**src/hw/rtl/pli_pkg.sv**
```systemverilog
package pli_pkg;

    localparam int CAPACITY = 64;
    localparam int INDEX_W  = 7;
    localparam int BYTE_W   = 8;
    localparam int CNT_W    = $clog2(CAPACITY + 1);
    localparam int POS_W    = $clog2(CAPACITY);

    // The removed byte is picked through a two-level registered select tree.
    localparam int LSB_W    = POS_W / 2;
    localparam int GROUP    = 1 << LSB_W;
    localparam int NGROUP   = CAPACITY / GROUP;
    localparam int MSB_W    = (NGROUP > 1) ? $clog2(NGROUP) : 1;

    localparam logic CMD_INSERT = 1'b0;
    localparam logic CMD_DELETE = 1'b1;

    typedef struct packed {
        logic load;
        logic exec;
        logic fin;
    } ctrl_t;

endpackage

```
**src/hw/rtl/pli_ctrl.sv**
```systemverilog
module pli_ctrl
(
    input  logic          clk,
    input  logic          rst_n,
    input  logic          start,
    output logic          busy,
    output pli_pkg::ctrl_t ctrl
);

    typedef enum logic [1:0] {
        ST_IDLE,
        ST_EXEC,
        ST_FIN
    } state_t;

    state_t state_reg;
    state_t state_next;
    logic   busy_reg;
    logic   busy_next;
    logic   load;

    // A new command is taken in the idle state and also while the previous
    // result is being finished.
    assign load = start && !busy_reg;

    always_comb
    begin
        state_next = state_reg;
        case (state_reg)
            ST_IDLE:
            begin
                if (load)
                begin
                    state_next = ST_EXEC;
                end
            end
            ST_EXEC:
            begin
                state_next = ST_FIN;
            end
            ST_FIN:
            begin
                state_next = load ? ST_EXEC : ST_IDLE;
            end
            default:
            begin
                state_next = ST_IDLE;
            end
        endcase
        busy_next = (state_next == ST_EXEC);
    end

    always_ff @(posedge clk or negedge rst_n)
    begin
        if (!rst_n)
        begin
            state_reg <= ST_IDLE;
            busy_reg  <= 1'b0;
        end
        else
        begin
            state_reg <= state_next;
            busy_reg  <= busy_next;
        end
    end

    assign busy      = busy_reg;
    assign ctrl.load = load;
    assign ctrl.exec = (state_reg == ST_EXEC);
    assign ctrl.fin  = (state_reg == ST_FIN);

    a_busy_exec: assert property (@(posedge clk) disable iff (!rst_n)
        busy_reg == (state_reg == ST_EXEC))
        else $error("busy does not match the execute state");

    a_exec_then_fin: assert property (@(posedge clk) disable iff (!rst_n)
        (state_reg == ST_EXEC) |=> (state_reg == ST_FIN))
        else $error("execute state not followed by finish state");

    a_load_to_exec: assert property (@(posedge clk) disable iff (!rst_n)
        load |=> (state_reg == ST_EXEC))
        else $error("accepted command did not enter execute state");

endmodule

```
**src/hw/rtl/pli_dp.sv**
```systemverilog
module pli_dp
(
    input  logic                          clk,
    input  logic                          rst_n,
    input  pli_pkg::ctrl_t                ctrl,
    input  logic                          cmd,
    input  logic [pli_pkg::INDEX_W-1:0]   index,
    input  logic [pli_pkg::BYTE_W-1:0]    byte_in,
    output logic                          done,
    output logic                          ok,
    output logic [pli_pkg::BYTE_W-1:0]    removed_byte,
    output logic [pli_pkg::CNT_W-1:0]     count
);

    localparam int CAP   = pli_pkg::CAPACITY;
    localparam int CW    = pli_pkg::CNT_W;
    localparam int BW    = pli_pkg::BYTE_W;
    localparam int IW    = pli_pkg::INDEX_W;
    localparam int LW    = pli_pkg::LSB_W;
    localparam int GRP   = pli_pkg::GROUP;
    localparam int NGRP  = pli_pkg::NGROUP;
    localparam int MW    = pli_pkg::MSB_W;
    localparam int PW    = pli_pkg::POS_W;

    logic          cmd_reg;
    logic [IW-1:0] idx_reg;
    logic [BW-1:0] byte_reg;
    logic [CW-1:0] count_reg;
    logic [CW-1:0] count_next;
    logic [BW-1:0] entries_reg [CAP];
    logic [BW-1:0] entries_next [CAP];
    logic [BW-1:0] group_reg [NGRP];
    logic [MW-1:0] hi_sel_reg;
    logic          ok_pend_reg;
    logic          del_pend_reg;
    logic          done_reg;
    logic          ok_reg;
    logic [BW-1:0] removed_reg;
    logic [CW-1:0] count_out_reg;

    logic          ins_ok;
    logic          del_ok;
    logic [CW-1:0] idx_ext;
    logic [LW-1:0] lo_sel;
    logic [MW-1:0] hi_sel;

    assign idx_ext = CW'(idx_reg);
    assign ins_ok  = (cmd_reg == pli_pkg::CMD_INSERT) && (count_reg < CW'(CAP))
                     && (idx_ext <= count_reg);
    assign del_ok  = (cmd_reg == pli_pkg::CMD_DELETE) && (idx_ext < count_reg);
    assign lo_sel  = idx_reg[LW-1:0];

    generate
        if (NGRP > 1)
        begin : g_hi
            assign hi_sel = idx_reg[PW-1:LW];
        end
        else
        begin : g_hi_one
            assign hi_sel = '0;
        end
    endgenerate

    always_comb
    begin
        count_next = count_reg;
        if (ins_ok)
        begin
            count_next = count_reg + CW'(1);
        end
        else if (del_ok)
        begin
            count_next = count_reg - CW'(1);
        end
    end

    // Each cell looks only at itself and its two neighbors.
    generate
        for (genvar i = 0; i < CAP; i++)
        begin : g_cell
            localparam logic [CW-1:0] POS = CW'(i);
            logic [BW-1:0] left_val;
            logic [BW-1:0] right_val;

            if (i > 0)
            begin : g_left
                assign left_val = entries_reg[i-1];
            end
            else
            begin : g_left_none
                assign left_val = entries_reg[i];
            end

            if (i < CAP - 1)
            begin : g_right
                assign right_val = entries_reg[i+1];
            end
            else
            begin : g_right_none
                assign right_val = entries_reg[i];
            end

            always_comb
            begin
                entries_next[i] = entries_reg[i];
                if (ins_ok)
                begin
                    if (POS == idx_ext)
                    begin
                        entries_next[i] = byte_reg;
                    end
                    else if (POS > idx_ext)
                    begin
                        entries_next[i] = left_val;
                    end
                end
                else if (del_ok)
                begin
                    if (POS >= idx_ext)
                    begin
                        entries_next[i] = right_val;
                    end
                end
            end
        end
    endgenerate

    always_ff @(posedge clk or negedge rst_n)
    begin
        if (!rst_n)
        begin
            count_reg <= '0;
            done_reg  <= 1'b0;
        end
        else
        begin
            if (ctrl.exec)
            begin
                count_reg <= count_next;
            end
            done_reg <= ctrl.fin;
        end
    end

    always_ff @(posedge clk)
    begin
        if (ctrl.load)
        begin
            cmd_reg  <= cmd;
            idx_reg  <= index;
            byte_reg <= byte_in;
        end
        if (ctrl.exec)
        begin
            for (int i = 0; i < CAP; i++)
            begin
                entries_reg[i] <= entries_next[i];
            end
            // First level of the select tree, taken from the contents before
            // the shift.
            for (int g = 0; g < NGRP; g++)
            begin
                group_reg[g] <= entries_reg[g * GRP + int'(lo_sel)];
            end
            hi_sel_reg   <= hi_sel;
            ok_pend_reg  <= ins_ok || del_ok;
            del_pend_reg <= del_ok;
        end
        if (ctrl.fin)
        begin
            ok_reg        <= ok_pend_reg;
            removed_reg   <= del_pend_reg ? group_reg[hi_sel_reg] : '0;
            count_out_reg <= count_reg;
        end
    end

    assign done         = done_reg;
    assign ok           = ok_reg;
    assign removed_byte = removed_reg;
    assign count        = count_out_reg;

    a_count_cap: assert property (@(posedge clk) disable iff (!rst_n)
        count_reg <= CW'(CAP))
        else $error("entry count above capacity");

    a_ins_count: assert property (@(posedge clk) disable iff (!rst_n)
        (ctrl.exec && ins_ok) |=> (count_reg == $past(count_reg) + CW'(1)))
        else $error("insert did not raise the count by one");

    a_del_count: assert property (@(posedge clk) disable iff (!rst_n)
        (ctrl.exec && del_ok) |=> (count_reg == $past(count_reg) - CW'(1)))
        else $error("delete did not lower the count by one");

    a_reject_zero: assert property (@(posedge clk) disable iff (!rst_n)
        (done_reg && !ok_reg) |-> (removed_reg == '0))
        else $error("rejected command reports a removed byte");

endmodule

```
**src/hw/rtl/positional_list_insert_delete.sv**
```systemverilog
// A command is captured when it is accepted and applied in the execute state;
// its result is registered in the finish state and shown with done high for one cycle.
// A new command can be accepted in the finish state; busy is high only in the execute
// state, when all 64 entry registers shift in parallel.
// Reset (rst_n low, asynchronous) empties the list; entry contents are not cleared.
// The receiver cannot stall: done is high for exactly one cycle per result.
module positional_list_insert_delete
(
    input  logic                        clk,
    input  logic                        rst_n,
    input  logic                        start,
    output logic                        busy,
    input  logic                        cmd,
    input  logic [pli_pkg::INDEX_W-1:0] index,
    input  logic [pli_pkg::BYTE_W-1:0]  byte_in,
    output logic                        done,
    output logic                        ok,
    output logic [pli_pkg::BYTE_W-1:0]  removed_byte,
    output logic [pli_pkg::CNT_W-1:0]   count
);

    pli_pkg::ctrl_t ctrl;

    pli_ctrl u_ctrl
    (
        .clk   (clk),
        .rst_n (rst_n),
        .start (start),
        .busy  (busy),
        .ctrl  (ctrl)
    );

    pli_dp u_dp
    (
        .clk          (clk),
        .rst_n        (rst_n),
        .ctrl         (ctrl),
        .cmd          (cmd),
        .index        (index),
        .byte_in      (byte_in),
        .done         (done),
        .ok           (ok),
        .removed_byte (removed_byte),
        .count        (count)
    );

endmodule

```
**config.mk**
```make
export PLATFORM = sky130hd
export DESIGN_NAME = positional_list_insert_delete
export DESIGN_NICKNAME = d
export VERILOG_FILES = /design/src/hw/rtl/pli_pkg.sv /design/src/hw/rtl/pli_ctrl.sv /design/src/hw/rtl/pli_dp.sv /design/src/hw/rtl/positional_list_insert_delete.sv
export SDC_FILE = /design/constraint.sdc
export NUM_CORES = 2
export LEC_CHECK = 0
export BUFFER_PORTS_ARGS = -buffer_cell sky130_fd_sc_hd__buf_2
export CORE_MARGIN = 2
export CORE_UTILIZATION = 42
export DETAILED_ROUTE_END_ITERATION = 12
export PLACE_DENSITY = 0.68
export SKIP_CTS_REPAIR_TIMING = 1
export SLEW_MARGIN = 20
export SYNTH_ARGS = -nofsm -noshare
export SYNTH_HDL_FRONTEND = slang
export SYNTH_HIERARCHICAL = 1
export SYNTH_SLANG_ARGS = --single-unit
```
**constraint.sdc**
```tcl
create_clock -name clk -period 7.14 [get_ports clk]
set_clock_uncertainty 0.1 [all_clocks]
set_input_delay 0.714 -clock clk [delete_from_list [all_inputs] [get_ports clk]]
set_output_delay 0.714 -clock clk [all_outputs]
set_load 0.01 [all_outputs]
```
==> flow_summary.ini <==
[run_status]
status = completed

[yosys]
synth.avg_cell_area_sq_um = 11.7
synth_edf_count = 613
yosysWarnings = 6
ys_seq_area_frac = 0.528
syn_nets = 3077
synth_ff_type = edfxtp_1
ys_ff_latch = 627
syn_inst = 3045
synth_area_sq_um = 35500
synth_cell_types = 65
async_flop_share = 0.0175

[floorplan]
ioPinCount = 37
die_width_um = 295
die_y_um = 295
coreArea_sq_um = 83700
initial_utilization = 0.424
die_area_sq_um = 86900
row_count = 106

[drt]
antenna_left = 0
wl_um = 96600
drcViolationCount = 0
dr.pass1.iters = 6
wl_per_cell_um = 23.4
drt_iter0_markers = 3198
vias = 24393
viasPerCell = 5.92

[power_and_ir_drop]
p_leak_nw = 15.6
power_density_nw_per_um2 = 260
vdd_drop_max_mv = 0.215

[cts]
clk_path_buf_depth = 3
clock_latency_ns = 0.62
tritoncts = yes
path_clk_slew_ns = 0.07
cts-root-buf = clkbuf_16
cts_max_level = 3
cts_buffers = 68
cts_sinks = 627

[hold_path]
hold_end = u_dp/idx_ext[6]$_DFFE_PP_
worstHoldPathType = primary input to flip-flop
hold_depth = 1
hold_start = index[6]

[timing]
setup_slack_ns = 2.94
slew_viol_final = 0
fin_crit_ns = 4.20
relSlewSlack = 0.265
setup_viol = 0
worst_pin_slew_ns = 1.10
clock.fmax_mhz = 238
tns_ns = 0
hold_viol = 0
fin_crit_sh = 0.588
rsz0062_at_grt = false

[finish]
final_nets = 2971
multi_input_area_sq_um = 15500
seqCellArea_sq_um = 18700
final_area_sq_um = 38400
fill_cells = 7542
syn_to_final_growth_pct = 8.21
largest_register_ffs = 512
drive_gt1_frac = 0.128

[global_routing]
gr-usage-met3 = 0.0409
grt-ovfl-total = 0
top_usage_layer = met2
grt_max_degree = 223
grt_pass1_wl_um = 147000
grt_usage = 0.221
use_met1 = 0.326
use_met2 = 0.336
antenna_found_initial = 0
grt_pass1_vias = 22763

[place]
postPlaceCellArea_sq_um = 36300
dp_hpwl_um = 63100
port_buffers = 36
place_congestion = 0.913
place_worst_setup_slack_ns = 2.88

[critical_path]
r2r_end = u_dp/entries_reg[56][5]$_DFFE_PP_
reg2regPathDepth = 8
cp_slowest_cell = buf_4
worst-r2r-setup-slack_ns = 2.94
crit_arrival_ns = 4.40
crit_path_cell_trace = buf_12 -> ha_1 -> nand3_1 -> nor4_1 -> a41o_1 -> inv_8 -> buf_4 -> o21ai_0
cp_max_fo = 208
slowest_delay_ns = 0.90
path_class = flip-flop to flip-flop
cp-end-kind = flip-flop
startpoint_type = flip-flop
reg2reg_from = u_dp/idx_ext[2]$_DFFE_PP_
worstPathRequired_ns = 7.34
crit_buf_inv = 3
path_delay_family = buffers and inverters

[flow_run]
cap_violations = 0
metal layers:
layer  wire length [um]  vias up
met2              43600     1183
li1                   -    11011
met1              42000    12055
met4               2120        0
met5                  0        -
met3               8900      144
kinds of logic after synthesis:
kind of cell,synth area share
AOI/OAI and AO/OA,0.0808
buffers and inverters,0.0384
xor gates and xnor gates,0.000987
and+or+nand+nor,0.106
DFF,0.528
muxes,0.241
adders and majority gates,0.00479
report_power, final:
part           switching, W  internal (W)
combinational       0.00129      0.000645
sequential         0.000139       0.00445
clock               0.00146       0.00198
total               0.00290       0.00708
Yosys cell counts (17+ instances only):
cell | count | area, sq um
inv_1 | 17 | 63.8
nor2_1 | 46 | 173
mux2i_1 | 509 | 5090
a21oi_1 | 32 | 160
edfxtp_1 | 613 | 18400
mux2_2 | 19 | 214
clkbuf_1 | 125 | 469
o21ai_1 | 33 | 165
nand2_1 | 725 | 2720
buf_2 | 53 | 265
buf_4 | 60 | 450
nor2b_1 | 20 | 125
o21ai_0 | 471 | 2360
mux4_2 | 144 | 3240
worst max-delay path by stage:
stage                                   from                           endpoint  depth (start not counted)
3_3_place_gp       u_dp/idx_ext[2]$_DFFE_PP_  u_dp/entries_reg[51][1]$_DFFE_PP_                          9
2_1_floorplan  u_ctrl/state_reg[1]$_DFF_PN0_  u_dp/entries_reg[26][0]$_DFFE_PP_                          4
4_1_cts            u_dp/idx_ext[2]$_DFFE_PP_  u_dp/entries_reg[50][4]$_DFFE_PP_                          8
3_5_place_dp       u_dp/idx_ext[2]$_DFFE_PP_  u_dp/entries_reg[53][5]$_DFFE_PP_                          8
6_report           u_dp/idx_ext[2]$_DFFE_PP_  u_dp/entries_reg[56][5]$_DFFE_PP_                          8
5_1_grt            u_dp/idx_ext[2]$_DFFE_PP_  u_dp/entries_reg[61][0]$_DFFE_PP_                          8
through the flow:
stage | util | total power (W) | hold slack [ns] | cells
floorplan | - | 0.00618 | 0.300 | 3045
global placement | 0.433 | 0.00651 | 0.365 | 4001
detailed placement | 0.433 | 0.00656 | 0.367 | 4001
CTS | 0.459 | 0.0100 | -0.161 | 4118
global route | 0.459 | 0.0104 | 0.157 | 4120
finish | 0.459 | 0.00997 | 0.165 | 4121
worst reg2reg max path, cell delays in order (launching register included):
cell and delay (ns):
edfxtp_1 0.38, buf_12 0.60, ha_1 0.41, nand3_1 0.08, nor4_1 0.05, a41o_1 0.28
inv_8 0.73, buf_4 0.95, o21ai_0 0.33
area by class of cell:
cell class / count / area share
flip-flops and latches: 627 / 0.488
multi-input cells: 2140 / 0.403
clock buffers: 92 / 0.0499
well taps: 1134 / 0.0369
repair buffers: 84 / 0.0157
clock inverters: 25 / 0.00489
inverters: 18 / 0.00195
diodes: 1 / 0.0000651
cells in the final DEF (no fill, tap or decap), types with 11 or more instances in the layout:
cell       count
mux2_2        19
clkbuf_1      17
nor2_1        46
mux2i_1      509
inv_1         16
nand3_1       13
clkinv_1      15
nand2_1      725
buf_4         41
ha_1          12
nor2b_1       18
a21oi_1       31
clkbuf_16     73
mux4_2       144
o21ai_0      471
buf_2         36
dfrtp_1       11
o21ai_1       32
edfxtp_1     613
Power figures use the tool's default switching activity.
